**src/acip_pkg.sv**
```systemverilog
package acip_pkg;

   localparam int unsigned COORD_W = 8;
   localparam int unsigned SIZE_W = 9;
   localparam int unsigned LEVEL_W = 8;
   localparam int unsigned CSR_INDEX_W = 2;
   localparam int unsigned CSR_DATA_W = 9;

   localparam int unsigned CW = 14;
   localparam int unsigned PW = 28;
   localparam int unsigned GEO_W = 12;
   localparam int unsigned NW = 17;
   localparam int unsigned RECIP_W = 18;
   localparam int unsigned RECIP_SHIFT = 22;
   localparam logic [RECIP_W-1:0] RECIP = 18'd167773;

   localparam int unsigned NUM_PCT = 15;
   localparam int unsigned P_CTOP = 0;
   localparam int unsigned P_CBOT = 1;
   localparam int unsigned P_CTL = 2;
   localparam int unsigned P_CTR = 3;
   localparam int unsigned P_CBL = 4;
   localparam int unsigned P_CBR = 5;
   localparam int unsigned P_HCX = 6;
   localparam int unsigned P_HCY = 7;
   localparam int unsigned P_HOUT = 8;
   localparam int unsigned P_HIN = 9;
   localparam int unsigned P_STOP = 10;
   localparam int unsigned P_SBOT = 11;
   localparam int unsigned P_SL = 12;
   localparam int unsigned P_SR = 13;
   localparam int unsigned P_CLIP = 14;

   localparam logic [6:0] PCT_TABLE [NUM_PCT] = '{
      7'd22, 7'd64, 7'd18, 7'd58, 7'd26, 7'd50, 7'd60, 7'd36,
      7'd17, 7'd9, 7'd71, 7'd81, 7'd10, 7'd72, 7'd2
   };

   localparam logic [CSR_INDEX_W-1:0] REG_ICON_SIZE = 2'd0;
   localparam logic [CSR_INDEX_W-1:0] REG_RED_LEVEL = 2'd1;
   localparam logic [CSR_INDEX_W-1:0] REG_GREEN_LEVEL = 2'd2;
   localparam logic [CSR_INDEX_W-1:0] REG_BLUE_LEVEL = 2'd3;

   typedef logic signed [CW-1:0] coord_type;
   typedef logic signed [PW-1:0] wide_type;

   typedef struct packed {
      coord_type ctop;
      coord_type cbot;
      coord_type ctl;
      coord_type ctr;
      coord_type hcx;
      coord_type hcy;
      coord_type hout;
      coord_type hin;
      coord_type stop;
      coord_type sbot;
      coord_type srad;
      coord_type capl;
      coord_type capr;
      coord_type capy;
      coord_type clip;
      coord_type span;
      coord_type slope_l;
      coord_type slope_r;
      wide_type [3:0] span_step;
      wide_type [3:0] left_step;
      wide_type [3:0] right_step;
      wide_type hout_sq;
      wide_type hin_sq;
      wide_type srad_sq;
   } geo_type;

   typedef struct packed {
      logic [LEVEL_W-1:0] blue;
      logic [LEVEL_W-1:0] green;
      logic [LEVEL_W-1:0] red;
      logic [LEVEL_W-1:0] alpha;
   } pix_type;

endpackage

```
**src/acip_out_skid.sv**
```systemverilog
module acip_out_skid
   import acip_pkg::*;
(
   input  logic    clock,
   input  logic    reset,
   input  logic    in_valid,
   input  pix_type in_pix,
   input  logic    out_ready,
   output logic    out_valid,
   output pix_type out_pix,
   output logic    adv
);

   logic    main_v_in, main_v_ff, skid_v_in, skid_v_ff;
   pix_type main_in, main_ff, skid_in, skid_ff;
   logic    push, pop;

   assign adv = !skid_v_ff;
   assign push = in_valid && adv;
   assign pop = main_v_ff && out_ready;

   always_comb begin
      main_v_in = main_v_ff;
      skid_v_in = skid_v_ff;
      main_in = main_ff;
      skid_in = skid_ff;
      if (skid_v_ff) begin
         if (pop) begin
            main_in = skid_ff;
            skid_v_in = 1'b0;
         end
      end else if (!main_v_ff || pop) begin
         main_v_in = push;
         main_in = in_pix;
      end else if (push) begin
         skid_v_in = 1'b1;
         skid_in = in_pix;
      end
   end

   always_ff @(posedge clock) begin
      if (reset) begin
         main_v_ff <= 1'b0;
         skid_v_ff <= 1'b0;
      end else begin
         main_v_ff <= main_v_in;
         skid_v_ff <= skid_v_in;
      end
   end

   always_ff @(posedge clock) begin
      main_ff <= main_in;
      skid_ff <= skid_in;
   end

   assign out_valid = main_v_ff;
   assign out_pix = main_ff;

endmodule

```
**config.mk**
```make
export PLATFORM = sky130hd
export DESIGN_NAME = acip_out_skid
export DESIGN_NICKNAME = d
export VERILOG_FILES = /design/src/acip_pkg.sv /design/src/acip_out_skid.sv
export SDC_FILE = /design/constraint.sdc
export NUM_CORES = 1
export LEC_CHECK = 0
export ABC_AREA = 1
export BUFFER_PORTS_ARGS = -buffer_cell sky130_fd_sc_hd__buf_2
export CAP_MARGIN = 10
export CORE_MARGIN = 2
export CORE_UTILIZATION = 30
export DETAILED_ROUTE_END_ITERATION = 7
export PLACE_DENSITY = 0.53
export RECOVER_POWER = 25
export SLEW_MARGIN = 20
export SYNTH_ARGS = -nofsm -noshare
export SYNTH_HDL_FRONTEND = slang
export SYNTH_SLANG_ARGS = --single-unit
export TNS_END_PERCENT = 100
```
**constraint.sdc**
```tcl
create_clock -name clock -period 6.8 [get_ports clock]
set_input_delay 1.36 -clock clock [delete_from_list [all_inputs] [get_ports clock]]
set_output_delay 1.36 -clock clock [all_outputs]
set_load 0.05 [all_outputs]
```
### Word level (Yosys, flattened, before mapping)

Cells that the tools add are included.

| word-level totals | value |
|---|---|
| output and inout port bits | 34 |
| bits in registers | 66 |
| word-level logic and storage cells | 29 |
| input port bits | 36 |

| cells by class | value |
|---|---|
| equal/unequal tests | 1 |
| bitwise logic cells | 2 |
| multiplexer cells | 7 |
| reduce and logical (&&, ||, !) cells | 9 |

Operator list:

| operator | count |
|---|---|
| 2-to-1 mux 32 bit | 3 |
| 2-to-1 mux 1 bit | 4 |
| AND reduction 2 bit | 2 |
| AND reduction 3 bit | 1 |
| logical AND 1 bit | 2 |
| zero test 1 bit | 2 |
| != test 2 x 1 -> 1 bit, second input constant | 1 |
| inverter 1 bit | 2 |
| nonzero test 2 bit | 1 |
| logical OR 1 bit | 1 |

### Logic depth before layout (Yosys ltp)

| logic depth | value |
|---|---|
| depth after elaboration | 5 |
| gate-level depth with buffers | 6 |
| gate-level depth less buffers | 5 |

### Worst setup path before layout

No wires, ideal clock.

| timing path | value |
|---|---|
| kind | input-to-reg |
| from | in out_ready |
| to | reg skid_ff[0] (netlist bit), enable pin |
| slack | 3.516 ns |
| data arrival time | 2.863 ns |
| path buffers | 0 |
| library setup time | 0.421 ns |
| cell stages on the path | 3 |
| required time | 6.379 ns |
| cell sequence | inv_1 > nand2_1 > nor2_1 |

| between the ends | value |
|---|---|
| cells in the longest elaborated chain, start to end | 4 |

RTL lines:

| element | line | source |
|---|---|---|
| start, declared | acip_out_skid.sv:8 | `input logic out_ready,` |
| logical AND 1 bit | acip_out_skid.sv:20 | `assign pop = main_v_ff && out_ready;` |
| logical OR 1 bit | acip_out_skid.sv:32 | `end else if (!main_v_ff \|\| pop) begin` |
| inverter 1 bit (no line) | - |  |
| AND reduction 3 bit (no line) | - |  |
| end signal, assigned | acip_out_skid.sv:53 | `skid_ff <= skid_in;` |
| end, declared | acip_out_skid.sv:15 | `pix_type main_in, main_ff, skid_in, skid_ff;` |

No other way between the ends.
A chain may end at the register's enable or synchronous reset.

### Worst setup path after layout

| timing path | value |
|---|---|
| from | reg skid_v_ff |
| to | out adv |

| between the ends | value |
|---|---|
| cells in the longest elaborated chain, start to end | 1 |

RTL lines:

| element | line | source |
|---|---|---|
| start, declared | acip_out_skid.sv:14 | `logic main_v_in, main_v_ff, skid_v_in, skid_v_ff;` |
| start signal, assigned | acip_out_skid.sv:47 | `skid_v_ff <= skid_v_in;` |
| zero test 1 bit | acip_out_skid.sv:18 | `assign adv = !skid_v_ff;` |
| end, declared | acip_out_skid.sv:11 | `output logic adv` |

No other way between the ends.

==> results.md <==
* Status: finished, final reports clean
* Diode count at 0
* Antenna violation net count after detailed routing at 0
* Leakage dissipation at 1.25 nW
* Die W at 100 µm
* Worst Tran Pin Value at 1.40 ns
* Pwr Density at 282 nW/µm²
* Top_reg_cell synth: edfxtp_1
* Final setup fails at 0
* Crit-path max FO at 36
* Top sig layer: met4
* Reg2reg setup slack at 4.09 ns
* RSZ-0062 raised after global routing: false
* Final estimated routing congestion in global placement at 0.658
* DRT Wirelength at 4920 µm
* Initial antenna violation count at 0
* H-Tree Depth at 3
* Register area at 1960 µm²
* Synthesis-stage register bit count at 66
* Total CTS buffers at 9
* Clk slew on worst S/H paths at 0.07 ns
* Routed vias at 1490
* Critical path's slowest cell: dfxtp_1
* Die H at 100 µm
* Die area at 10100 µm²
* Slowest stage delay, CP at 1.26 ns
* Top Ports at 70
* Final worst path period need at 3.75 ns
* Port Buffers at 69
* Worst Skew at 0.00661 ns
* Setup TNS at 0 ns
* Final Hold Vio Count at 0
* Met2 wire length at 2580 µm
* Initial core utilization at 30.5%
* CTS tree: done
* Ys Warns at 0
* Post-synthesis sequential area ratio at 70.6%
* Detailed-router iteration count before antenna repair at 3
* Area taken by multi-input logic gates at 653 µm²
* Layout cell share with drive strength beyond 1 at 39.8%
* Synth cell count leaders: edfxtp_1, nand2_1, nand2_2, nand2_4, inv_1
* MaxCap Viol Count at 0
* Yosys top cell by area: edfxtp_1
* Post-Syn Area at 2780 µm²
* Filler cells at 913
* Met1 wire length at 1990 µm
* Iter 0 DRT Violations at 40
* Largest net degree at the start of global routing at 37
* Skew-Pair Late Insertion Delay at 0.33 ns
* WP data required at 5.44 ns
* DP Worst Slack at 3.90 ns
* First-pass GRT wire length at 7670 µm
* CTS Root Cell: clkbuf_8
* Core Region at 9110 µm²
* CTS max path bufs at 2
* Setup bufs post-CTS at 0
* Net Count, Synth at 220
* Critical Path AT at 2.39 ns
* Post-synthesis instance total at 184
* Cts repair resizes at 0
* Max-slew violations at 0
* DRC at 0
* Count leader, synth: edfxtp_1
* Vias in the first global route at 1530
* Routed met3 length at 314 µm
* FMAX at 267 MHz
* Max VDD drop at 0.100 mV
* Crit-path cells: inv_8, buf_2
* Setup Crit Path Kind: flop to output port
* Count of different cell masters after synthesis at 14
* Post-synth EDFFs at 64
* Hpwl dp at 3240 µm
* Total Nets Final at 293
* Final worst slack at 3.05 ns
* Post-CTS Hold Buffers at 0
* CTS sink count at 66
* Tot Pwr at 0.000921 W
* All-layer global routing usage at 10.4%
* Startpoint types: flop
* Max transition margin at 6.35%
* Crit end category: output port
* Worst hold stages at 2
* Avg Vias per Cell at 4.01
* Leading post-synthesis cells by cell area: edfxtp_1, nand2_4, nand2_2, nand2_1, buf_12
* R2R depth at 3
* Num rows at 35
* Yosys top cell area share at 69.1%
* Grt ovf at 0
* Wire per inst at 13.2 µm
* Async set or reset register ratio after synthesis at 0%
* Crit share post-route at 55.1%
* Layout area overhead at 17.3%
* HP Class: flop to flop
* Hold slack at 0.511 ns
* Avg Inst Size Synth at 15.1 µm²
[logic make-up (layout without fill, tap and decap cells)]
kind of cell           after synthesis  in the layout  synth area share, %
buffers and inverters               12             89                 4.32
DFF                                 66             66                 70.6
AOI/OAI and AO/OA                    1              1                0.180
and+or+nand+nor                    105            105                 24.9
[sequential cells by signal, summed over array words and instances (netlist names)]
| register | cells |
|---|---|
| out_pix | 32 |
| out_valid | 1 |
| skid_v_ff | 1 |
| skid_ff | 32 |
[power breakdown]
group          internal (W)  switching, W
combinational     0.0000300      0.000104
sequential         0.000474    0.00000784
clock              0.000165      0.000140
total              0.000669      0.000252
[through the flow]
step	cell area, µm²	util (%)	cells
after detailed placement	3180	34.9	357
after CTS	3350	36.8	372
after global routing	3260	35.8	372
after floorplan	2780	-	184
final	3260	35.8	372
after global placement	3180	34.9	357
[per-layer routing]
metal  global-route usage, %  vias to the layer above
met4                    3.16                        0
met5                       0                        -
li1                        -                      757
met3                    5.01                        2
met2                    17.2                       47
met1                    11.8                      684
[worst max-delay path, delay by kind of cell, from the launching register on]
family / cells / cell delay (ns)
flops: 1 / 1.26
buf+inv: 2 / 0.77
[final cells by class]
type                       count  share of cell area [%]
timing repair buffer          69                    9.36
tap                          111                    4.26
sequential                    66                    60.2
multi-input combinational    106                    20.0
clock inverter                 4                    1.34
clock buffer                  11                    4.03
inverter                       5                   0.806
[final timing paths]
kind,startpoint,end
hold reg to reg,skid_ff[26],out_pix[26]
setup reg to reg,skid_v_ff,skid_ff[9]
hold / removal,skid_ff[26],out_pix[26]
setup / recovery,skid_v_ff,adv
[layout by cell type (no fill, tap or decap)]
cell type  Yosys  final
nand2_1       42     49
clkbuf_8       0      9
bufinv_16      0      1
clkinv_2       0      2
inv_1          4      4
nor2_1         2      1
nand2_4       29     22
nand3_1        1      1
clkbuf_1       0     34
dfxtp_1        2      2
buf_2          0     37
clkinv_1       0      1
and2_4         1      1
nand2_2       30     30
o21ai_0        1      1
nor2_4         0      1
edfxtp_1      64     64
inv_8          1      1
Power figures use the tool's default switching activity.
