==> config.mk <==
export PLATFORM = sky130hd
export DESIGN_NAME = acip_geometry
export DESIGN_NICKNAME = d
export VERILOG_FILES = /design/src/acip_pkg.sv /design/src/acip_geometry.sv
export SDC_FILE = /design/constraint.sdc
export NUM_CORES = 2
export LEC_CHECK = 0
export ABC_AREA = 1
export BUFFER_PORTS_ARGS = -buffer_cell sky130_fd_sc_hd__buf_2
export CAP_MARGIN = 10
export CORE_ASPECT_RATIO = 1.75
export CORE_MARGIN = 2
export CORE_UTILIZATION = 54
export CTS_CLUSTER_SIZE = 25
export DETAILED_ROUTE_END_ITERATION = 8
export PLACE_DENSITY = 0.75
export SLEW_MARGIN = 20
export SYNTH_ARGS = -nofsm -noshare
export SYNTH_HDL_FRONTEND = slang
export SYNTH_SLANG_ARGS = --single-unit
==> constraint.sdc <==
create_clock -name clock -period 7.4 [get_ports clock]
set_input_delay 0.37 -clock clock [delete_from_list [all_inputs] [get_ports clock]]
set_output_delay 0.37 -clock clock [all_outputs]
set_load 0.005 [all_outputs]
==> src/acip_pkg.sv <==
package acip_pkg;

   localparam int unsigned COORD_W = 8;
   localparam int unsigned SIZE_W = 9;
   localparam int unsigned LEVEL_W = 8;
   localparam int unsigned CSR_INDEX_W = 2;
   localparam int unsigned CSR_DATA_W = 9;

   localparam int unsigned CW = 14;
   localparam int unsigned PW = 28;
   localparam int unsigned GEO_W = 12;
   localparam int unsigned NW = 17;
   localparam int unsigned RECIP_W = 18;
   localparam int unsigned RECIP_SHIFT = 22;
   localparam logic [RECIP_W-1:0] RECIP = 18'd167773;

   localparam int unsigned NUM_PCT = 15;
   localparam int unsigned P_CTOP = 0;
   localparam int unsigned P_CBOT = 1;
   localparam int unsigned P_CTL = 2;
   localparam int unsigned P_CTR = 3;
   localparam int unsigned P_CBL = 4;
   localparam int unsigned P_CBR = 5;
   localparam int unsigned P_HCX = 6;
   localparam int unsigned P_HCY = 7;
   localparam int unsigned P_HOUT = 8;
   localparam int unsigned P_HIN = 9;
   localparam int unsigned P_STOP = 10;
   localparam int unsigned P_SBOT = 11;
   localparam int unsigned P_SL = 12;
   localparam int unsigned P_SR = 13;
   localparam int unsigned P_CLIP = 14;

   localparam logic [6:0] PCT_TABLE [NUM_PCT] = '{
      7'd22, 7'd64, 7'd18, 7'd58, 7'd26, 7'd50, 7'd60, 7'd36,
      7'd17, 7'd9, 7'd71, 7'd81, 7'd10, 7'd72, 7'd2
   };

   localparam logic [CSR_INDEX_W-1:0] REG_ICON_SIZE = 2'd0;
   localparam logic [CSR_INDEX_W-1:0] REG_RED_LEVEL = 2'd1;
   localparam logic [CSR_INDEX_W-1:0] REG_GREEN_LEVEL = 2'd2;
   localparam logic [CSR_INDEX_W-1:0] REG_BLUE_LEVEL = 2'd3;

   typedef logic signed [CW-1:0] coord_type;
   typedef logic signed [PW-1:0] wide_type;

   typedef struct packed {
      coord_type ctop;
      coord_type cbot;
      coord_type ctl;
      coord_type ctr;
      coord_type hcx;
      coord_type hcy;
      coord_type hout;
      coord_type hin;
      coord_type stop;
      coord_type sbot;
      coord_type srad;
      coord_type capl;
      coord_type capr;
      coord_type capy;
      coord_type clip;
      coord_type span;
      coord_type slope_l;
      coord_type slope_r;
      wide_type [3:0] span_step;
      wide_type [3:0] left_step;
      wide_type [3:0] right_step;
      wide_type hout_sq;
      wide_type hin_sq;
      wide_type srad_sq;
   } geo_type;

   typedef struct packed {
      logic [LEVEL_W-1:0] blue;
      logic [LEVEL_W-1:0] green;
      logic [LEVEL_W-1:0] red;
      logic [LEVEL_W-1:0] alpha;
   } pix_type;

endpackage

==> src/acip_geometry.sv <==
module acip_geometry
   import acip_pkg::*;
#(
   parameter int MAX_EDGE = 256
) (
   input  logic              clock,
   input  logic [SIZE_W-1:0] icon_size,
   output geo_type           geo
);

   localparam logic [10:0] EDGE_LIMIT = 11'(MAX_EDGE);

   logic [SIZE_W-1:0]           size_c;
   logic [NW-1:0]               prod_in [NUM_PCT];
   logic [NW-1:0]               prod_ff [NUM_PCT];
   logic [NW+RECIP_W-1:0]       recip_prod [NUM_PCT];
   logic [GEO_W-1:0]            pct_in [NUM_PCT];
   logic [GEO_W-1:0]            pct_ff [NUM_PCT];
   coord_type                   bound [NUM_PCT];
   geo_type                     geo3_in;
   geo_type                     geo3_ff;
   geo_type                     geo4_in;
   geo_type                     geo4_ff;

   always_comb begin
      if (icon_size < 9'd8) begin
         size_c = 9'd8;
      end else if ({2'b00, icon_size} > EDGE_LIMIT) begin
         size_c = SIZE_W'(MAX_EDGE);
      end else begin
         size_c = icon_size;
      end
      for (int i = 0; i < NUM_PCT; i++) begin
         prod_in[i] = NW'(size_c) * NW'({PCT_TABLE[i], 1'b0});
      end
   end

   always_comb begin
      for (int i = 0; i < NUM_PCT; i++) begin
         recip_prod[i] = (NW+RECIP_W)'(prod_ff[i]) * (NW+RECIP_W)'(RECIP);
         pct_in[i] = recip_prod[i][RECIP_SHIFT +: GEO_W];
      end
   end

   always_comb begin
      for (int i = 0; i < NUM_PCT; i++) begin
         bound[i] = $signed({{(CW-GEO_W){1'b0}}, pct_ff[i]});
      end
      geo3_in = '0;
      geo3_in.ctop = bound[P_CTOP];
      geo3_in.cbot = bound[P_CBOT];
      geo3_in.ctl = bound[P_CTL];
      geo3_in.ctr = bound[P_CTR];
      geo3_in.hcx = bound[P_HCX];
      geo3_in.hcy = bound[P_HCY];
      geo3_in.hout = bound[P_HOUT];
      geo3_in.hin = bound[P_HIN];
      geo3_in.stop = bound[P_STOP];
      geo3_in.sbot = bound[P_SBOT];
      geo3_in.srad = (bound[P_SBOT] - bound[P_STOP]) >>> 1;
      geo3_in.capl = bound[P_SL] + geo3_in.srad;
      geo3_in.capr = bound[P_SR] - geo3_in.srad;
      geo3_in.capy = (bound[P_STOP] + bound[P_SBOT]) >>> 1;
      geo3_in.clip = bound[P_CTR] - bound[P_CLIP];
      geo3_in.span = bound[P_CBOT] - bound[P_CTOP];
      geo3_in.slope_l = bound[P_CBL] - bound[P_CTL];
      geo3_in.slope_r = bound[P_CTR] - bound[P_CBR];
   end

   always_comb begin
      geo4_in = geo3_ff;
      for (int j = 0; j < 4; j++) begin
         geo4_in.span_step[j] = wide_type'(geo3_ff.span) * wide_type'(2 * j + 2);
         geo4_in.left_step[j] = wide_type'(geo3_ff.slope_l) * wide_type'(2 * j + 1);
         geo4_in.right_step[j] = wide_type'(geo3_ff.slope_r) * wide_type'(2 * j + 1);
      end
      geo4_in.hout_sq = wide_type'(geo3_ff.hout) * wide_type'(geo3_ff.hout);
      geo4_in.hin_sq = wide_type'(geo3_ff.hin) * wide_type'(geo3_ff.hin);
      geo4_in.srad_sq = wide_type'(geo3_ff.srad) * wide_type'(geo3_ff.srad);
   end

   always_ff @(posedge clock) begin
      prod_ff <= prod_in;
      pct_ff <= pct_in;
      geo3_ff <= geo3_in;
      geo4_ff <= geo4_in;
   end

   assign geo = geo4_ff;

endmodule

======== Word-level counts from Yosys, hierarchy flattened ========
Index checks and enable logic that the tools add are counted.
W data, S select, Z words.
word-level totals
  register bits ........................... 1047
  input port bits ......................... 10
  output and inout port bits .............. 672
  word-level logic and storage cells ...... 130
cells by class
  $add $sub $neg .......................... 8
  multiply operators ...................... 38
  order comparisons ....................... 2
  mux-type cells .......................... 2
operator list
  kind                      number
  $mul A13 B18 Y31 const B  6
  $mul A14 B18 Y32 const B  3
  $mul A9 B4 Y13 const B    7
  $mul A16 B18 Y33 const B  2
  $mul A9 B18 Y27 const B   2
  $mul A9 B5 Y14 const B    3
  $mul A13 B4 Y17 const B   2
  $mul A12 B4 Y16 const B   2
  $mul A13 B3 Y16 const B   2
  $mul A9 B7 Y16 const B    2
  $mul A12 B18 Y30 const B  1
  $mul A13 B18 Y30 const B  1
  $sub A12 B12 Y13          2
  $mul A12 B12 Y24          1
  $mul A11 B11 Y22          1
  $mul A10 B10 Y20          1
  $mux W9                   2
  $mul A12 B3 Y15 const B   1
  $sub A13 B12 Y14          1
  $add A11 B12 Y13          1
  $add A12 B12 Y13          1
  $sub A12 B11 Y13          1
  $sub A12 B7 Y13           1
  $mul A9 B3 Y12 const B    1
  3 further kinds           3

======== Logic depth before layout (Yosys ltp) ========
  word-level depth ........................ 4
  mapped depth ............................ 25
  depth with buffers taken out ............ 25

======== Worst setup path after synthesis ========
No wires, ideal clock.
  kind .................................... register to register
  start point ............................. reg prod_ff[2] (netlist name)
  end point ............................... reg pct_ff (netlist bit bound[21])
  library setup time ...................... 113 ps
  data arrival time ....................... 6808 ps
  required time ........................... 7287 ps
  slack ................................... 479 ps
  stages on the path, launching flop included .. 18
  path buffers ............................ 0
  clock period less this slack ............ 6921 ps
  path through ............................ dfxtp_1 > inv_1 > fa_1 > inv_1 > fa_1 > inv_1 > fa_1 > fa_1 > inv_1 > ha_1 > nand2_1 > nor2_1 > nor2_1 > nor2_1 > o21ai_0 > nand3_1 > nand2_1 > nand2_1
RTL lines
  item                    line                 text
  end signal: assignment  acip_geometry.sv:84  pct_ff <= pct_in;
  end: declaration        acip_geometry.sv:18  logic [GEO_W-1:0] pct_ff [NUM_PCT];

==> metrics.txt <==
status=finished, final reports clean; Critical Path Stages=19; Die H=562 um; area leader, netlist=fa_1; antenna violation net count after detailed routing=0; max-cap violation count=0; worst-margin pin slew=973 ps; crit path max fanout=13; starting DRC count in detailed routing=3,404; WP data arrival=6390 ps; fmax=174 MHz; number of CTS-inserted buffers=81; synthesized area=96,000 um^2; floorplan row count=204; Worst path max stage delay=760 ps; Core ar.=177,000 um^2; Yosys Warn Count=0; Ports=682; Rel. slew slack=34.6%; port bufs=630; CP startpoint kind=register; total number of vias=74,670; Die ar.=181,000 um^2; nets=14,753; unrepaired setup endpoints after global routing=no; # setup viols final=0; vias in the first global route=80,282; CP top delay family=adder cells; Multi-input gate area=66,900 um^2; Final Cycle Share=77.8%; EDFF count, synth=0; GRT Total Usage=30.2%; chip width=323 um; critical path's most frequent cell=fa_1; hold slack=112 ps; drt drc=0; H-tree levels=3; largest net degree at the start of global routing=45; final hold viol count=0; fill count=16,075; worst path cell trace=inv_1, fa_1, fa_1, fa_1, inv_1, fa_1, fa_1, inv_1, fa_1, inv_1, ha_1, nand2_1, inv_1, nand2_1, nor3_1, and2_1, nand2_1, nand3_1, nand2_1; design area=103,000 um^2; Synth Flop Type=dfxtp_1; Avg WL per Cell=18.9 um; Clock transition at path regs=70 ps; initial antenna violation count=3; CTS max path bufs=3; final clock skew=62.0 ps; hold_buf cts=0; Post-CTS Setup Bufs=0; Placed Instance Area=99,900 um^2; Hold Path Class=in -> reg; Critical R2R Launch=prod_ff[57]; Setup CP Type=reg -> reg; share of layout cells above drive strength 1=7.02%; Post-synth ARST share=0%; Clock Sink Count=797; R2R depth=19; CP bufs+invs=5; final WL=271 mm; r2r endpoint=bound[51]; synthesis-to-layout area growth=7.08%; Post-Synthesis Cells=11,435; synthesized area per cell=8.39 um^2; CP endpoint kind=register; Clock Latency Late Sink=740 ps; Initial Util=54.3%; Yosys reg bits=797; top cells by area, synth=fa_1, ha_1, dfxtp_1, inv_1, nand2_1; Seq/Total Area, Yosys=16.6%; Worst path slowest cell=dfxtp_1; Setup crit start=prod_ff[57]; CP Capture Point=bound[51]; first-pass GRT wire length=424 mm; worst endpoint required time=8040 ps; Slew Viols, Final=0; r2r setup slk=1650 ps; TritonCTS clock tree=yes; final setup TNS=0 ps; synth unique cells=46; CTS root buf=clkbuf_16; GR Overflow Total=0; via/cell ratio=5.22; drt pass-1 iters=8; Post-DP HPWL=236 mm; register area=16,000 um^2; Synth top area share=25.3%; CTS resizes=0; gpl congestion=1.01; post-layout min period=5750 ps
[flip-flops by register name (all words and copies together), names as in the netlist]
name and count:
geo 358, prod_ff 115, bound 128, geo3_ff 196
[kinds of logic after synthesis]
logic type | count (synthesis) | synth area share [%]
xor+xnor | 326 | 2.98
other cells | 1 | 0.00391
simple gates | 3196 | 13.7
compound gates | 992 | 5.65
fa+ha+maj | 2885 | 47.1
buf+inv | 3238 | 13.9
flops | 797 | 16.6
[cell type report]
type,instances,share of cell area [%]
inverters,2878,10.5
multi-input cells,7452,65.1
flip-flops and latches,797,15.5
clock inverters,52,0.662
repair buffers,648,3.20
well taps,2369,2.88
diodes,2,0.00487
clock buffers,99,2.15
[cells in the mapped netlist (86+ instances only)]
cell / count
nand3_1: 402
buf_4: 317
fa_1: 1212
o21ai_0: 280
ha_1: 1673
inv_1: 2871
dfxtp_1: 797
nor3_1: 86
nand4_1: 154
nand2_1: 1946
xor2_1: 256
nor2_1: 546
a21oi_1: 522
[metal layers]
metal  GRT usage, %  share of wire (%)
met5              0             0.0048
met4           22.4                8.8
met3           3.47                3.8
met2           59.2                 55
met1           28.2                 33
[how the worst min path moves through the flow]
stage                       from            to  slack, ps  cells after the start
floorplan              bound[84]  geo3_ff[574]        310                      0
global placement       bound[87]  geo3_ff[577]        310                      0
detailed placement  geo3_ff[541]      geo[541]        310                      0
CTS                 icon_size[8]   prod_ff[10]         80                      2
global route        icon_size[8]   prod_ff[10]        110                      2
finish              icon_size[8]   prod_ff[10]        110                      2
[through the flow]
stage                     setup slack [ps]  instances  util (%)
after floorplan                        479      11487         -
after global placement                1740      14144      56.5
after detailed placement              1660      14144      56.5
after CTS                             1620      14295      58.2
after global routing                  1370      14296      58.2
final                                 1650      14297      58.2
[cell usage in the layout (no fill, tap or decap), types with 280 or more instances in the layout]
cell	netlist	routed
ha_1	1673	1673
a21oi_1	522	522
inv_1	2871	2870
buf_2	5	630
o21ai_0	280	280
nand3_1	402	402
dfxtp_1	797	795
nand2_1	1946	1946
fa_1	1212	1212
nor2_1	546	546
Power is not shown: default switching activity piles up to over one toggle a cycle in this logic, so the estimate is an artifact.
