## src/acip_pkg.sv

```systemverilog
package acip_pkg;

   localparam int unsigned COORD_W = 8;
   localparam int unsigned SIZE_W = 9;
   localparam int unsigned LEVEL_W = 8;
   localparam int unsigned CSR_INDEX_W = 2;
   localparam int unsigned CSR_DATA_W = 9;

   localparam int unsigned CW = 14;
   localparam int unsigned PW = 28;
   localparam int unsigned GEO_W = 12;
   localparam int unsigned NW = 17;
   localparam int unsigned RECIP_W = 18;
   localparam int unsigned RECIP_SHIFT = 22;
   localparam logic [RECIP_W-1:0] RECIP = 18'd167773;

   localparam int unsigned NUM_PCT = 15;
   localparam int unsigned P_CTOP = 0;
   localparam int unsigned P_CBOT = 1;
   localparam int unsigned P_CTL = 2;
   localparam int unsigned P_CTR = 3;
   localparam int unsigned P_CBL = 4;
   localparam int unsigned P_CBR = 5;
   localparam int unsigned P_HCX = 6;
   localparam int unsigned P_HCY = 7;
   localparam int unsigned P_HOUT = 8;
   localparam int unsigned P_HIN = 9;
   localparam int unsigned P_STOP = 10;
   localparam int unsigned P_SBOT = 11;
   localparam int unsigned P_SL = 12;
   localparam int unsigned P_SR = 13;
   localparam int unsigned P_CLIP = 14;

   localparam logic [6:0] PCT_TABLE [NUM_PCT] = '{
      7'd22, 7'd64, 7'd18, 7'd58, 7'd26, 7'd50, 7'd60, 7'd36,
      7'd17, 7'd9, 7'd71, 7'd81, 7'd10, 7'd72, 7'd2
   };

   localparam logic [CSR_INDEX_W-1:0] REG_ICON_SIZE = 2'd0;
   localparam logic [CSR_INDEX_W-1:0] REG_RED_LEVEL = 2'd1;
   localparam logic [CSR_INDEX_W-1:0] REG_GREEN_LEVEL = 2'd2;
   localparam logic [CSR_INDEX_W-1:0] REG_BLUE_LEVEL = 2'd3;

   typedef logic signed [CW-1:0] coord_type;
   typedef logic signed [PW-1:0] wide_type;

   typedef struct packed {
      coord_type ctop;
      coord_type cbot;
      coord_type ctl;
      coord_type ctr;
      coord_type hcx;
      coord_type hcy;
      coord_type hout;
      coord_type hin;
      coord_type stop;
      coord_type sbot;
      coord_type srad;
      coord_type capl;
      coord_type capr;
      coord_type capy;
      coord_type clip;
      coord_type span;
      coord_type slope_l;
      coord_type slope_r;
      wide_type [3:0] span_step;
      wide_type [3:0] left_step;
      wide_type [3:0] right_step;
      wide_type hout_sq;
      wide_type hin_sq;
      wide_type srad_sq;
   } geo_type;

   typedef struct packed {
      logic [LEVEL_W-1:0] blue;
      logic [LEVEL_W-1:0] green;
      logic [LEVEL_W-1:0] red;
      logic [LEVEL_W-1:0] alpha;
   } pix_type;

endpackage

```

## src/acip_shade.sv

```systemverilog
module acip_shade
   import acip_pkg::*;
(
   input  logic               clock,
   input  logic               reset,
   input  logic               adv,
   input  logic               in_valid,
   input  logic [15:0]        lit,
   input  logic [LEVEL_W-1:0] red_level,
   input  logic [LEVEL_W-1:0] green_level,
   input  logic [LEVEL_W-1:0] blue_level,
   output logic               out_valid,
   output pix_type            pix
);

   function automatic logic [LEVEL_W-1:0] div255(input logic [2*LEVEL_W-1:0] v);
      logic [2*LEVEL_W:0] t;
      t = (2*LEVEL_W+1)'(v) + (2*LEVEL_W+1)'(v[2*LEVEL_W-1:LEVEL_W]) + 17'd1;
      return t[2*LEVEL_W-1:LEVEL_W];
   endfunction

   logic [4:0]           cov;
   logic [12:0]          cov_scaled;
   logic                 v5_ff, v6_ff;
   logic [LEVEL_W-1:0]   alpha_in, alpha5_ff, alpha6_ff;
   logic [2*LEVEL_W-1:0] pb_in, pb_ff, pg_in, pg_ff, pr_in, pr_ff;

   always_comb begin
      cov = 5'($countones(lit));
      cov_scaled = 13'(cov) * 13'd255;
      alpha_in = cov_scaled[11:4];
      pb_in = (2*LEVEL_W)'(blue_level) * (2*LEVEL_W)'(alpha5_ff);
      pg_in = (2*LEVEL_W)'(green_level) * (2*LEVEL_W)'(alpha5_ff);
      pr_in = (2*LEVEL_W)'(red_level) * (2*LEVEL_W)'(alpha5_ff);
   end

   always_ff @(posedge clock) begin
      if (reset) begin
         v5_ff <= 1'b0;
         v6_ff <= 1'b0;
      end else if (adv) begin
         v5_ff <= in_valid;
         v6_ff <= v5_ff;
      end
   end

   always_ff @(posedge clock) begin
      if (adv) begin
         alpha5_ff <= alpha_in;
         alpha6_ff <= alpha5_ff;
         pb_ff <= pb_in;
         pg_ff <= pg_in;
         pr_ff <= pr_in;
      end
   end

   assign out_valid = v6_ff;
   assign pix.blue = div255(pb_ff);
   assign pix.green = div255(pg_ff);
   assign pix.red = div255(pr_ff);
   assign pix.alpha = alpha6_ff;

endmodule

```

## config.mk

```make
export PLATFORM = sky130hd
export DESIGN_NAME = acip_shade
export DESIGN_NICKNAME = d
export VERILOG_FILES = /design/src/acip_pkg.sv /design/src/acip_shade.sv
export SDC_FILE = /design/constraint.sdc
export NUM_CORES = 1
export LEC_CHECK = 0
export BUFFER_PORTS_ARGS = -buffer_cell sky130_fd_sc_hd__buf_2
export CAP_MARGIN = 20
export CORE_ASPECT_RATIO = 0.9
export CORE_MARGIN = 4
export CORE_UTILIZATION = 57
export CTS_CLUSTER_DIAMETER = 120
export DETAILED_ROUTE_END_ITERATION = 8
export PLACE_DENSITY_LB_ADDON = 0.08
export SLEW_MARGIN = 20
export SYNTH_ARGS = -nofsm -noshare
export SYNTH_HDL_FRONTEND = slang
export SYNTH_SLANG_ARGS = --single-unit
```

## constraint.sdc

```tcl
create_clock -name clock -period 8 [get_ports clock]
set_input_delay 1.6 -clock clock [delete_from_list [all_inputs] [get_ports clock]]
set_output_delay 1.6 -clock clock [all_outputs]
set_load 0.1 [all_outputs]
```

After elaboration in Yosys (flattened, before gate mapping)
Cells that the tools add are included.
{ "classes": {"addsub": 21, "n_reduce_logical": 0, "mux": 0, "n_div": 0, "n_lt_le_gt_ge": 0, "shifts": 0, "bitwise": 0, "multipliers": 4, "eq_ne": 0} }
{ "op_table": {"columns": ["op", "n"], "rows": [
  ["16-bit by 1-bit adder with 16-bit output, second input constant", 3],
  ["16-bit by 8-bit adder with 16-bit output", 3],
  ["8-bit by 8-bit multiplier with 16-bit output", 3],
  ["1-bit by 1-bit adder with 2-bit output", 8],
  ["2-bit by 2-bit adder with 3-bit output", 4],
  ["5-bit by 8-bit multiplier with 12-bit output, second input constant", 1],
  ["3-bit by 3-bit adder with 4-bit output", 2],
  ["4-bit by 4-bit adder with 5-bit output", 1]
]} }
{ "word_totals": {"ram_bits": 0, "reg_bits": 66, "latch_bits": 0, "input_bits": 44, "memories": 0, "out_inout_bits": 33, "rom_bits": 0, "word_cells": 32} }

Longest topological paths before layout
Gate-level depths: netlist of the first run.
{ "depth": {"depth_word": 5, "mapped_depth": 25, "depth_no_buf": 25} }

Least setup slack after synthesis of the first run
OpenSTA, ideal clock, no wires.
{ "synth_path": {"kind": "input to register", "from": "input lit[11]", "to": "register alpha5_ff[6] (data pin)", "setup_time_ns": 0.265, "slack_ns": 0.312, "stages": 20, "t_required_ns": 7.735, "n_path_buf": 0, "arrival_ns": 7.423, "path_cell_list": "inv_1 > fa_1 > fa_1 > fa_1 > fa_1 > inv_1 > ha_1 > fa_1 > xor2_1 > inv_1 > fa_1 > fa_1 > fa_1 > ha_1 > a21oi_1 > o21a_1 > o21ai_0 > o21ai_0 > o21ai_0 > xor2_1"} }
{ "synth_between": {"elab_chain_len": 5} }
{ "synth_lines": {"columns": ["item", "line", "source"], "rows": [
  ["start, declared", "acip_shade.sv:8", "input logic [15:0] lit,"],
  ["1-bit by 1-bit adder with 2-bit output (not written as such)", "acip_shade.sv:29", "cov = 5'($countones(lit));"],
  ["2-bit by 2-bit adder with 3-bit output (not written as such)", "acip_shade.sv:29", null],
  ["3-bit by 3-bit adder with 4-bit output (not written as such)", "acip_shade.sv:29", null],
  ["4-bit by 4-bit adder with 5-bit output (not written as such)", "acip_shade.sv:29", null],
  ["5-bit by 8-bit multiplier with 12-bit output", "acip_shade.sv:30", "cov_scaled = 13'(cov) * 13'd255;"],
  ["via cov_scaled[10]", "acip_shade.sv:23", "logic [12:0] cov_scaled;"],
  ["end signal, assigned", "acip_shade.sv:49", "alpha5_ff <= alpha_in;"],
  ["end, declared", "acip_shade.sv:25", "logic [LEVEL_W-1:0] alpha_in, alpha5_ff, alpha6_ff;"]
]} }
The timed path passes the listed nets, and every way through them passes these cells.
A chain may end at the register's enable or synchronous reset.

Worst setup path after layout of the first run
Same ends and word-level chain as after synthesis.

==> tab_implementation.tex, run 1 <==
\begin{tabular}{lr}
\hline
Metric & Value \\
\hline
\multicolumn{2}{l}{\textbf{Status}} \\
Outcome & finished clean \\
\multicolumn{2}{l}{\textbf{STA}} \\
Max-slew violation count & 0 \\
Ratio of final minimum period to clock period & 94.3\% \\
Total of endpoints with negative setup slack in the final report & 0 \\
Aggregate negative setup slack & 0 ns \\
Final hold viol count & 0 \\
Setup repair after global routing missed its margin & false \\
Minimum clock period after layout & 7.54 ns \\
Worst slew margin relative to its limit & 37.2\% \\
Post-route clock skew & 0.00297 ns \\
Achievable Freq & 133 MHz \\
Least-Margin Pin Slew & 0.942 ns \\
\multicolumn{2}{l}{\textbf{Floorplan}} \\
Die X & 148 um \\
Starting Density & 58.8\% \\
IO Pins & 77 \\
Die Height & 134 um \\
Placeable core area & 0.0171 sq mm \\
Site row count & 45 \\
Total die area & 0.0198 sq mm \\
\multicolumn{2}{l}{\textbf{Yosys}} \\
Number of flops mapped to enable cells by yosys & 64 \\
Post-synthesis net count & 1350 \\
Most used flip-flop cell after synthesis & sky130\_fd\_sc\_hd\_\_edfxtp\_1 \\
Synthesized area & 0.0100 sq mm \\
Library cells used by synthesis & 49 \\
Share of synthesized registers carrying an async set or reset & 0\% \\
Portion of synthesized cell area occupied by the leading cell type & 25.6\% \\
Sequential fraction of the synthesis area & 19.6\% \\
Number of synthesized register bits & 66 \\
Number of warnings issued by yosys & 0 \\
Synthesized area divided by synthesized cell count & 9.77 sq um \\
Area contributors post-synth & sky130\_fd\_sc\_hd\_\_fa\_1 26\%, sky130\_fd\_sc\_hd\_\_edfxtp\_1 19\%, sky130\_fd\_sc\_hd\_\_ha\_1 19\%, sky130\_fd\_sc\_hd\_\_and2\_1 7.6\%, sky130\_fd\_sc\_hd\_\_inv\_1 6.7\% \\
Count of mapped cells out of synthesis & 1026 \\
Library cell occupying the most area in the post-synthesis netlist & sky130\_fd\_sc\_hd\_\_fa\_1 \\
\multicolumn{2}{l}{\textbf{Cells and area}} \\
Share of cells above drive strength 1 & 9.17\% \\
Layout overhead on the synthesized area & 9.07\% \\
Number of inserted diodes & 0 \\
Non-filler instance count after layout & 1337 \\
Number of nets in the layout & 1423 \\
\multicolumn{2}{l}{\textbf{Clock network}} \\
Clock slew at the register clock pins of the worst setup and hold paths & 0.05 ns \\
Number of buffers inserted during clock tree synthesis & 9 \\
TritonCTS Sinks & 66 \\
Later-pin clock latency in the skew report & 0.34 ns \\
Number of buffers between clock root and the deepest sink & 2 \\
Buffers inserted by post-CTS timing repair & 0 \\
Level count of the clock H-tree & 3 \\
Clock tree from TritonCTS & done \\
Root buffer selected by CTS & sky130\_fd\_sc\_hd\_\_clkbuf\_16 \\
\multicolumn{2}{l}{\textbf{Critical path}} \\
Arrival time reported for the critical path endpoint & 7.62 ns \\
Worst EP required & 8.08 ns \\
Category of the worst setup path launch point & input port \\
Crit Path Max Fanout & 4 \\
Endpoint type of the worst setup path & register \\
Critical path start-end classification & input port to register \\
\multicolumn{2}{l}{\textbf{Global route}} \\
GR Layer Usage met3 & 2.91\% \\
Met1 track demand over resource in global routing & 28.3\% \\
Global-route wire length before repair & 33.3 mm \\
Number of global-route vias before repair & 7171 \\
Gr usage total & 20.5\% \\
Met2 capacity usage during global routing & 34.6\% \\
Pin count of the biggest net entering global routing & 67 \\
Antenna violations before repair & 0 \\
Total global routing overflow & 0 \\
Most congested layer reported by global routing & met2 \\
\multicolumn{2}{l}{\textbf{Placed design}} \\
Number of cells in the design after placement & 1323 \\
Port Buffer Count & 76 \\
Detailed placement HPWL & 15.0 mm \\
Placer Congestion & 0.814 \\
\multicolumn{2}{l}{\textbf{Drt}} \\
Avg Vias per Cell & 5.23 \\
Routed WL per cell & 14.0 um \\
Drt first-iter violations & 266 \\
Routed wire length & 18.7 mm \\
DRC violation count after routing & 0 \\
Pre-Repair DR Iteration Count & 4 \\
Via count & 6998 \\
Antenna-violating nets left & 0 \\
\multicolumn{2}{l}{\textbf{Flow run}} \\
Max Cap Viol & 0 \\
\multicolumn{2}{l}{\textbf{Worst hold path}} \\
Hold/Removal Path Class & register to register \\
\hline
\end{tabular}
[timing repair]
item	in CTS	in global routing
resized for setup	0	1
setup endpoints to repair	0	1
hold buffers	0	0
[placed cells by master, fill, tap and decap left out, types with 5 or more instances in the layout]
cell type                     n
sky130_fd_sc_hd__xor2_1      14
sky130_fd_sc_hd__buf_2       76
sky130_fd_sc_hd__nor2_1      47
sky130_fd_sc_hd__a21o_1      10
sky130_fd_sc_hd__edfxtp_1    64
sky130_fd_sc_hd__nand3_1     13
sky130_fd_sc_hd__o21ai_0     33
sky130_fd_sc_hd__a211oi_1    13
sky130_fd_sc_hd__nor2b_1      5
sky130_fd_sc_hd__xnor2_1     50
sky130_fd_sc_hd__nand2_1     95
sky130_fd_sc_hd__fa_1       128
sky130_fd_sc_hd__and2_1     122
sky130_fd_sc_hd__a21oi_1     21
sky130_fd_sc_hd__ha_1       152
sky130_fd_sc_hd__inv_1      180
sky130_fd_sc_hd__nand4_1      6
sky130_fd_sc_hd__o21a_1       5
sky130_fd_sc_hd__clkbuf_16    9
[area by class of cell]
cell class                 count  area (sq um)
sequential                    66          1960
clock inverter                 5          47.5
tap                          235           294
timing repair buffer          80           410
inverter                     180           676
fill                        1446          6120
clock buffer                   9           225
multi-input combinational    762          7320
[worst paths after layout]
| path | startpoint | endpoint | slack, ns | depth (start not counted) |
|---|---|---|---|---|
| max | lit[11] | alpha5_ff[6]$_DFFE_PP_ | 0.46 | 21 |
| min | v5_ff$_SDFFE_PP0P_ | out_valid$_SDFFE_PP0P_ | 0.51 | 2 |
| max reg2reg | alpha5_ff[2]$_DFFE_PP_ | pg_ff[13]$_DFFE_PP_ | 2.96 | 14 |
| min reg2reg | v5_ff$_SDFFE_PP0P_ | out_valid$_SDFFE_PP0P_ | 0.51 | 2 |
[per-stage QoR]
step	util (%)	hold WS [ns]	setup WS (ns)	instance area (sq um)
after floorplan	-	0.460	0.312	10000
after global placement	62.5	0.484	0.103	10700
after detailed placement	62.5	0.500	0.0100	10700
after CTS	64.1	0.512	0.368	10900
after global routing	64.1	0.531	0.0622	10900
final	64.1	0.514	0.459	10900
[cells in the mapped netlist (2+ instances only)]
library cell	instances
sky130_fd_sc_hd__nor4_1	2
sky130_fd_sc_hd__nand4_1	6
sky130_fd_sc_hd__o22a_2	3
sky130_fd_sc_hd__nand2_1	95
sky130_fd_sc_hd__a22oi_1	2
sky130_fd_sc_hd__o21ai_0	34
sky130_fd_sc_hd__nand3_1	13
sky130_fd_sc_hd__edfxtp_1	64
sky130_fd_sc_hd__fa_1	128
sky130_fd_sc_hd__xor2_1	14
sky130_fd_sc_hd__a31oi_1	2
sky130_fd_sc_hd__xnor2_1	50
sky130_fd_sc_hd__clkbuf_1	18
sky130_fd_sc_hd__nor3_1	4
sky130_fd_sc_hd__ha_1	152
sky130_fd_sc_hd__o21a_1	5
sky130_fd_sc_hd__nand2b_1	2
sky130_fd_sc_hd__a21o_1	10
sky130_fd_sc_hd__o211ai_1	3
sky130_fd_sc_hd__mux2i_1	2
sky130_fd_sc_hd__a211oi_1	13
sky130_fd_sc_hd__nor2b_1	5
sky130_fd_sc_hd__and3_1	4
sky130_fd_sc_hd__and4_1	3
sky130_fd_sc_hd__nor2_1	47
sky130_fd_sc_hd__a21oi_1	21
sky130_fd_sc_hd__and2_1	122
sky130_fd_sc_hd__inv_1	180
sky130_fd_sc_hd__dfxtp_1	2
[state kept, by name, summed over array words and instances, names as in the netlist]
| signal | flops |
|---|---|
| v5_ff | 1 |
| pr_ff | 16 |
| pb_ff | 16 |
| pg_ff | 16 |
| out_valid | 1 |
| alpha6_ff | 8 |
| alpha5_ff | 8 |
[kinds of logic after synthesis]
| group | count (synthesis) | share of synthesized area (%) |
|---|---|---|
| compound gates | 107 | 6.93 |
| buf+inv | 198 | 7.41 |
| fa+ha+maj | 280 | 44.5 |
| mux | 3 | 0.312 |
| xor+xnor | 64 | 5.59 |
| simple gates | 308 | 15.7 |
| flops | 66 | 19.6 |
[worst max-delay path, cell delays in order]
cell	delay (ns)
sky130_fd_sc_hd__buf_2	0.07
sky130_fd_sc_hd__inv_1	0.05
sky130_fd_sc_hd__fa_1	0.55
sky130_fd_sc_hd__fa_1	0.43
sky130_fd_sc_hd__fa_1	0.48
sky130_fd_sc_hd__fa_1	0.48
sky130_fd_sc_hd__inv_1	0.04
sky130_fd_sc_hd__ha_1	0.20
sky130_fd_sc_hd__fa_1	0.46
sky130_fd_sc_hd__a21o_1	0.18
sky130_fd_sc_hd__and2_1	0.19
sky130_fd_sc_hd__fa_1	0.58
sky130_fd_sc_hd__fa_1	0.53
sky130_fd_sc_hd__fa_1	0.51
sky130_fd_sc_hd__ha_1	0.35
sky130_fd_sc_hd__a21oi_1	0.16
sky130_fd_sc_hd__o21a_1	0.20
sky130_fd_sc_hd__o21ai_0	0.13
sky130_fd_sc_hd__o21ai_0	0.14
sky130_fd_sc_hd__o21ai_0	0.12
sky130_fd_sc_hd__xor2_1	0.15
[metal layers]
layer / vias to the layer above / share of wire [%]
met5: - / 0
met3: 15 / 3.9
met4: 0 / 1.2
li1: 3456 / -
met1: 3411 / 47
met2: 116 / 48
Power of run 1 is not shown: default switching activity piles up to over one toggle a cycle in this logic, so the estimate is an artifact.
==> inputs of run 2 (changes only) <==
==> constraint.sdc (replaced) <==
create_clock -name clock -period 8 [get_ports clock]
set_input_delay 0 -clock clock [delete_from_list [all_inputs] [get_ports clock]]
set_output_delay 0 -clock clock [all_outputs]
set_load 0.1 [all_outputs]
==> run 2 against run 1 <==
Routed wire length shrank 2.0%. Die area unchanged. First-iteration DRC count is 16% lower. Design area about the same. Fmax is 22% higher. Final cell count about the same. Hold slack lost 0.45 ns. Flip-flop and latch count unchanged. Sequential share of layout area about the same. Via count about the same.
==> tab_implementation.tex, run 2 (synthesized netlist as in run 1, its figures left out) <==
\begin{tabular}{lr}
\hline
Metric & Value \\
\hline
\multicolumn{2}{l}{\textbf{Drt}} \\
Via count & 7004 (+0.086\%) \\
Pre-Repair DR Iteration Count & 4 (unchanged) \\
Antenna-violating nets left & 0 (unchanged) \\
Avg Vias per Cell & 5.23 (about the same) \\
DRC violation count after routing & 0 (unchanged) \\
Routed wire length & 18.4 mm (-2.0\%) \\
Drt first-iter violations & 223 (-16\%) \\
Routed WL per cell & 13.7 um (-2.1\%) \\
\multicolumn{2}{l}{\textbf{Placed design}} \\
Port Buffer Count & 76 (unchanged) \\
Placer Congestion & 0.819 (+0.55\%) \\
Detailed placement HPWL & 14.7 mm (-1.6\%) \\
\multicolumn{2}{l}{\textbf{Critical path}} \\
Crit Path Max Fanout & 4 (unchanged) \\
Worst EP required & 8.09 ns (about the same) \\
Slowest library cell on the worst path & sky130\_fd\_sc\_hd\_\_fa\_1 \\
Setup crit start & lit[5] \\
Category of cells accounting for the largest share of critical-path delay & adder cells \\
Worst reg2reg startpoint & alpha5\_ff[7]\$\_DFFE\_PP\_ \\
Critical Path Sink & alpha5\_ff[7]\$\_DFFE\_PP\_ \\
Longest individual stage delay on the worst path & 0.69 ns (+0.11 ns) \\
Arrival time reported for the critical path endpoint & 6.25 ns (-1.37 ns) \\
Critical path start-end classification & input port to register \\
Logic depth of the worst setup path including buffers & 21 (unchanged) \\
Number of buffer and inverter instances along the worst setup path & 4 (+1) \\
Endpoint type of the worst setup path & register \\
CP cell instances & buf\_2, inv\_1, fa\_1, fa\_1, fa\_1, fa\_1, inv\_1, ha\_1, fa\_1, xor2\_1, inv\_1, fa\_1, fa\_1, fa\_1, ha\_1, a21oi\_1, o21a\_1, nor2b\_1, o21ai\_0, o21ai\_0, xnor2\_1 \\
Endpoint of the worst register-to-register path & pb\_ff[14]\$\_DFFE\_PP\_ \\
R2R depth & 14 (unchanged) \\
Category of the worst setup path launch point & input port \\
Most frequent cell on the critical path & sky130\_fd\_sc\_hd\_\_fa\_1 \\
Flop2flop setup slack & 2.97 ns (about the same) \\
\multicolumn{2}{l}{\textbf{Clock network}} \\
TritonCTS Sinks & 66 (unchanged) \\
Level count of the clock H-tree & 3 (unchanged) \\
\# hold bufs at CTS & 2 (+2) \\
Buffers inserted by post-CTS timing repair & 0 (unchanged) \\
Later-pin clock latency in the skew report & 0.34 ns (about the same) \\
Number of buffers between clock root and the deepest sink & 2 (unchanged) \\
Number of buffers inserted during clock tree synthesis & 9 (unchanged) \\
Clock slew at the register clock pins of the worst setup and hold paths & 0.05 ns (about the same) \\
Post\_cts resized & 0 (unchanged) \\
Clock tree from TritonCTS & done \\
Root buffer selected by CTS & sky130\_fd\_sc\_hd\_\_clkbuf\_16 \\
\multicolumn{2}{l}{\textbf{Flow run}} \\
Max Cap Viol & 0 (unchanged) \\
\multicolumn{2}{l}{\textbf{Global route}} \\
Total global routing overflow & 0 (unchanged) \\
Gr usage total & 20.3\% (-0.21 points) \\
Global-route wire length before repair & 33.0 mm (-0.87\%) \\
Antenna violations before repair & 0 (unchanged) \\
Pin count of the biggest net entering global routing & 67 (unchanged) \\
Number of global-route vias before repair & 7169 (-0.028\%) \\
\multicolumn{2}{l}{\textbf{Status}} \\
Outcome & finished clean \\
\multicolumn{2}{l}{\textbf{Cells and area}} \\
Number of inserted diodes & 0 (unchanged) \\
Layout overhead on the synthesized area & 9.11\% (about the same) \\
Top library cells by usage in the layout, fill and taps aside & 180 x sky130\_fd\_sc\_hd\_\_inv\_1, 152 x sky130\_fd\_sc\_hd\_\_ha\_1, 128 x sky130\_fd\_sc\_hd\_\_fa\_1, 122 x sky130\_fd\_sc\_hd\_\_and2\_1, 95 x sky130\_fd\_sc\_hd\_\_nand2\_1 \\
Number of inserted filler cells in the final layout & 1492 (+3.2\%) \\
Registers with the most flip-flops & pb\_ff x16, pg\_ff x16, pr\_ff x16 \\
Number of nets in the layout & 1422 (-0.070\%) \\
Most frequent standard cell in the layout excluding fill and tap cells & sky130\_fd\_sc\_hd\_\_inv\_1 \\
Share of cells above drive strength 1 & 8.79\% (-0.37 points) \\
\multicolumn{2}{l}{\textbf{STA}} \\
Worst hold-check slack & 0.0616 ns (-0.452 ns) \\
Max-slew violation count & 0 (unchanged) \\
Least-Margin Pin Slew & 0.966 ns (+0.0243 ns) \\
Total of endpoints with negative setup slack in the final report & 0 (unchanged) \\
Final hold viol count & 0 (unchanged) \\
Post-route clock skew & 0.00373 ns (+0.000769 ns) \\
Worst slew margin relative to its limit & 35.6\% (-1.6 points) \\
Aggregate negative setup slack & 0 ns (unchanged) \\
Achievable Freq & 162 MHz (+22\%) \\
Minimum clock period after layout & 6.16 ns (-1.38 ns) \\
Ratio of final minimum period to clock period & 77.0\% (-17 points) \\
Setup repair after global routing missed its margin & false \\
\multicolumn{2}{l}{\textbf{Floorplan}} \\
Starting Density & 58.8\% (unchanged) \\
Total die area & 0.0198 sq mm (unchanged) \\
Site row count & 45 (unchanged) \\
IO Pins & 77 (unchanged) \\
Die Height & 134 um (unchanged) \\
Placeable core area & 0.0171 sq mm (unchanged) \\
Die X & 148 um (unchanged) \\
\multicolumn{2}{l}{\textbf{Worst hold path}} \\
Hold/Removal Path Class & input port to register \\
\hline
\end{tabular}
run 2: worst min path at each step:
stage                                        end  cells after the start  slack [ns]           from
after CTS                     pb_ff[0]$_DFFE_PP_                      2        0.05  blue_level[0]
after floorplan           out_valid$_SDFFE_PP0P_                      1        0.07          reset
after global routing          pb_ff[0]$_DFFE_PP_                      2        0.08  blue_level[0]
after global placement        v5_ff$_SDFFE_PP0P_                      2        0.18          reset
after detailed placement  out_valid$_SDFFE_PP0P_                      2        0.18          reset
final                         pb_ff[0]$_DFFE_PP_                      2        0.06  blue_level[0]
run 2: through the flow:
stage          utilization [%]  area, sq um  std cells  worst slack (ns)
2_1_floorplan                -        10000       1026              1.91
3_5_place_dp              62.4        10600       1320              1.42
5_1_grt                   64.1        10900       1338              1.42
4_1_cts                   64.1        10900       1338              1.79
3_3_place_gp              62.4        10600       1320              1.59
6_report                  64.1        10900       1338              1.84
run 2: cell type report:
class | instances | area, sq um | area share, %
Multi-Input combinational cell | 762 | 7320 | 66.9
Inverter | 180 | 676 | 6.18
Clock inverter | 4 | 42.5 | 0.389
Timing Repair Buffer | 79 | 408 | 3.73
Sequential cell | 66 | 1960 | 17.9
Clock buffer | 12 | 236 | 2.16
Tap cell | 235 | 294 | 2.69
run 2: metal layers:
| layer | wire length, um | up-vias | global-route usage (%) |
|---|---|---|---|
| met3 | 688 | 10 | 3.04 |
| li1 | - | 3449 | - |
| met4 | 206 | 0 | 4.92 |
| met2 | 8800 | 112 | 34.0 |
| met5 | 0 | - | 0 |
| met1 | 8680 | 3433 | 28.0 |
Power of run 2 is left out for the same reason.
==> inputs of run 3 (changes only) <==
Settings changed: CORE_UTILIZATION 57 to 60.
Clock period 8 ns to 5.7 ns, I/O delays scaled along.
==> run 3 against run 2 <==
Critical path depth increased by 2. Clock skew increased by 0.0057 ns. Count of clock-buffer cells in the layout unchanged. Register-to-register slack got worse by 2.1 ns. Critical endpoint unchanged.
==> tab_implementation.tex, run 3 (synthesized netlist as in run 1, its figures left out) <==
\begin{tabular}{lr}
\hline
Metric & Value \\
\hline
\multicolumn{2}{l}{\textbf{Drt}} \\
Avg Vias per Cell & 5.33 (+1.7\%) \\
Via count & 7141 (+2.0\%) \\
Pre-Repair DR Iteration Count & 4 (unchanged) \\
Routed wire length & 19.0 mm (+3.3\%) \\
Drt first-iter violations & 250 (+12\%) \\
Routed WL per cell & 14.1 um (+3.1\%) \\
Antenna-violating nets left & 0 (unchanged) \\
DRC violation count after routing & 0 (unchanged) \\
\multicolumn{2}{l}{\textbf{Global route}} \\
Total global routing overflow & 0 (unchanged) \\
Number of global-route vias before repair & 7299 (+1.8\%) \\
Pin count of the biggest net entering global routing & 67 (unchanged) \\
Gr usage total & 21.9\% (+1.6 points) \\
Global-route wire length before repair & 33.1 mm (+0.40\%) \\
Antenna violations before repair & 0 (unchanged) \\
\multicolumn{2}{l}{\textbf{Cells and area}} \\
Seq. cell area & 0.00196 sq mm (unchanged) \\
Number of nets in the layout & 1453 (+2.2\%) \\
Number of inserted filler cells in the final layout & 1330 (-11\%) \\
Total non-filler cell area in the finished layout & 0.0112 sq mm (+2.6\%) \\
Most frequent standard cell in the layout excluding fill and tap cells & sky130\_fd\_sc\_hd\_\_inv\_1 \\
Multi-input combinational cell area & 0.00740 sq mm (+1.1\%) \\
Layout overhead on the synthesized area & 12.0\% \\
Registers with the most flip-flops & pb\_ff x16, pg\_ff x16, pr\_ff x16 \\
Share of cells above drive strength 1 & 13.3\% (+4.5 points) \\
Non-filler instance count after layout & 1341 (+0.22\%) \\
Number of inserted diodes & 0 (unchanged) \\
Top library cells by usage in the layout, fill and taps aside & 172 x sky130\_fd\_sc\_hd\_\_inv\_1, 149 x sky130\_fd\_sc\_hd\_\_ha\_1, 125 x sky130\_fd\_sc\_hd\_\_fa\_1, 121 x sky130\_fd\_sc\_hd\_\_and2\_1, 95 x sky130\_fd\_sc\_hd\_\_nand2\_1 \\
\multicolumn{2}{l}{\textbf{Clock network}} \\
Later-pin clock latency in the skew report & 0.34 ns (about the same) \\
Root buffer selected by CTS & sky130\_fd\_sc\_hd\_\_clkbuf\_16 \\
Level count of the clock H-tree & 3 (unchanged) \\
TritonCTS Sinks & 66 (unchanged) \\
Clock tree from TritonCTS & done \\
Clock slew at the register clock pins of the worst setup and hold paths & 0.06 ns (about the same) \\
Number of buffers inserted during clock tree synthesis & 9 (unchanged) \\
Number of buffers between clock root and the deepest sink & 2 (unchanged) \\
\multicolumn{2}{l}{\textbf{STA}} \\
Minimum clock period after layout & 5.62 ns \\
Least-Margin Pin Slew & 0.920 ns (-0.0460 ns) \\
Achievable Freq & 178 MHz \\
Max-slew violation count & 0 (unchanged) \\
Setup repair after global routing missed its margin & true \\
Ratio of final minimum period to clock period & 98.6\% \\
Total of endpoints with negative setup slack in the final report & 0 (unchanged) \\
Post-route clock skew & 0.00946 ns (+0.00573 ns) \\
Final hold viol count & 0 (unchanged) \\
Worst slew margin relative to its limit & 38.7\% (+3.1 points) \\
Post-route worst setup slack & 0.0798 ns (-1.76 ns) \\
\multicolumn{2}{l}{\textbf{Placed design}} \\
Number of cells in the design after placement & 1320 (unchanged) \\
Instance area after placement & 0.0109 sq mm (+2.2\%) \\
Port Buffer Count & 76 (unchanged) \\
Placer Congestion & 0.833 (+1.8\%) \\
Detailed placement HPWL & 15.3 mm (+3.7\%) \\
Pre-CTS setup slack & -0.392 ns (-1.82 ns) \\
\multicolumn{2}{l}{\textbf{Floorplan}} \\
Site row count & 44 (-2.2\%) \\
Starting Density & 61.7\% (+3.0 points) \\
Die Height & 131 um (-2.4\%) \\
Placeable core area & 0.0162 sq mm (-4.8\%) \\
Die X & 144 um (-2.4\%) \\
Total die area & 0.0188 sq mm (-4.7\%) \\
IO Pins & 77 (unchanged) \\
\multicolumn{2}{l}{\textbf{Critical path}} \\
Category of the worst setup path launch point & input port \\
Arrival time reported for the critical path endpoint & 5.71 ns (-0.54 ns) \\
Endpoint type of the worst setup path & register \\
Crit Path Max Fanout & 4 (unchanged) \\
Critical path start-end classification & input port to register \\
Worst EP required & 5.79 ns (-2.30 ns) \\
\multicolumn{2}{l}{\textbf{Flow run}} \\
Max Cap Viol & 0 (unchanged) \\
\multicolumn{2}{l}{\textbf{Status}} \\
Outcome & finished clean \\
\multicolumn{2}{l}{\textbf{Worst hold path}} \\
Hold/Removal Path Class & input port to register \\
\hline
\end{tabular}
[run 3: critical path, stage by stage]
cell	delay, ns
sky130_fd_sc_hd__buf_4	0.11
sky130_fd_sc_hd__inv_8	0.03
sky130_fd_sc_hd__fa_1	0.55
sky130_fd_sc_hd__fa_1	0.43
sky130_fd_sc_hd__fa_1	0.46
sky130_fd_sc_hd__fa_1	0.51
sky130_fd_sc_hd__inv_2	0.05
sky130_fd_sc_hd__ha_4	0.15
sky130_fd_sc_hd__fa_2	0.34
sky130_fd_sc_hd__buf_6	0.13
sky130_fd_sc_hd__xor2_2	0.17
sky130_fd_sc_hd__inv_2	0.07
sky130_fd_sc_hd__buf_4	0.14
sky130_fd_sc_hd__fa_1	0.47
sky130_fd_sc_hd__fa_2	0.62
sky130_fd_sc_hd__fa_1	0.44
sky130_fd_sc_hd__ha_4	0.30
sky130_fd_sc_hd__nand2_1	0.05
sky130_fd_sc_hd__o21a_1	0.20
sky130_fd_sc_hd__nor2b_2	0.16
sky130_fd_sc_hd__o21ai_2	0.09
sky130_fd_sc_hd__o21ai_1	0.15
sky130_fd_sc_hd__xnor2_1	0.09
[run 3: stage by stage]
| step | hold WS, ns | TNS [ns] | util (%) |
|---|---|---|---|
| after floorplan | 0.0724 | -0.0543 | - |
| after global placement | 0.183 | -0.879 | 67.0 |
| after detailed placement | 0.180 | -1.51 | 67.0 |
| after CTS | 0.0576 | 0 | 68.7 |
| after global routing | 0.0811 | -0.238 | 69.1 |
| final | 0.0690 | 0 | 69.1 |
[run 3: worst paths after layout]
| check | cells after the start | slack [ns] | to | from |
|---|---|---|---|---|
| max reg2reg | 14 | 0.88 | pb_ff[14]$_DFFE_PP_ | alpha5_ff[6]$_DFFE_PP_ |
| max | 23 | 0.08 | alpha5_ff[7]$_DFFE_PP_ | lit[3] |
| min | 2 | 0.07 | pb_ff[0]$_DFFE_PP_ | blue_level[0] |
| min reg2reg | 2 | 0.51 | out_valid$_SDFFE_PP0P_ | out_valid$_SDFFE_PP0P_ |
[run 3: final cells by class]
class                      count  area share, %
inverter                     180           6.08
sequential                    66           17.5
multi-input combinational    762           65.9
clock buffer                  12           2.11
timing repair buffer         110           5.93
clock inverter                 4          0.167
tap                          207           2.31
[run 3: repair_timing]
action,CTS,global route
endpoints found under the setup margin,1,5
hold buffers,2,0
buffers inserted,0,3
gates resized for setup,2,14
endpoints found under the hold margin,2,0
pin swaps,0,11
[run 3: metal layers]
| metal | GRT usage [%] | routed length [um] | vias to the layer above |
|---|---|---|---|
| met5 | 0 | 0 | - |
| met3 | 3.17 | 691 | 14 |
| met4 | 5.54 | 226 | 0 |
| met1 | 29.0 | 8640 | 3503 |
| met2 | 38.2 | 9410 | 112 |
| li1 | - | - | 3512 |
Power of run 3 is left out for the same reason.
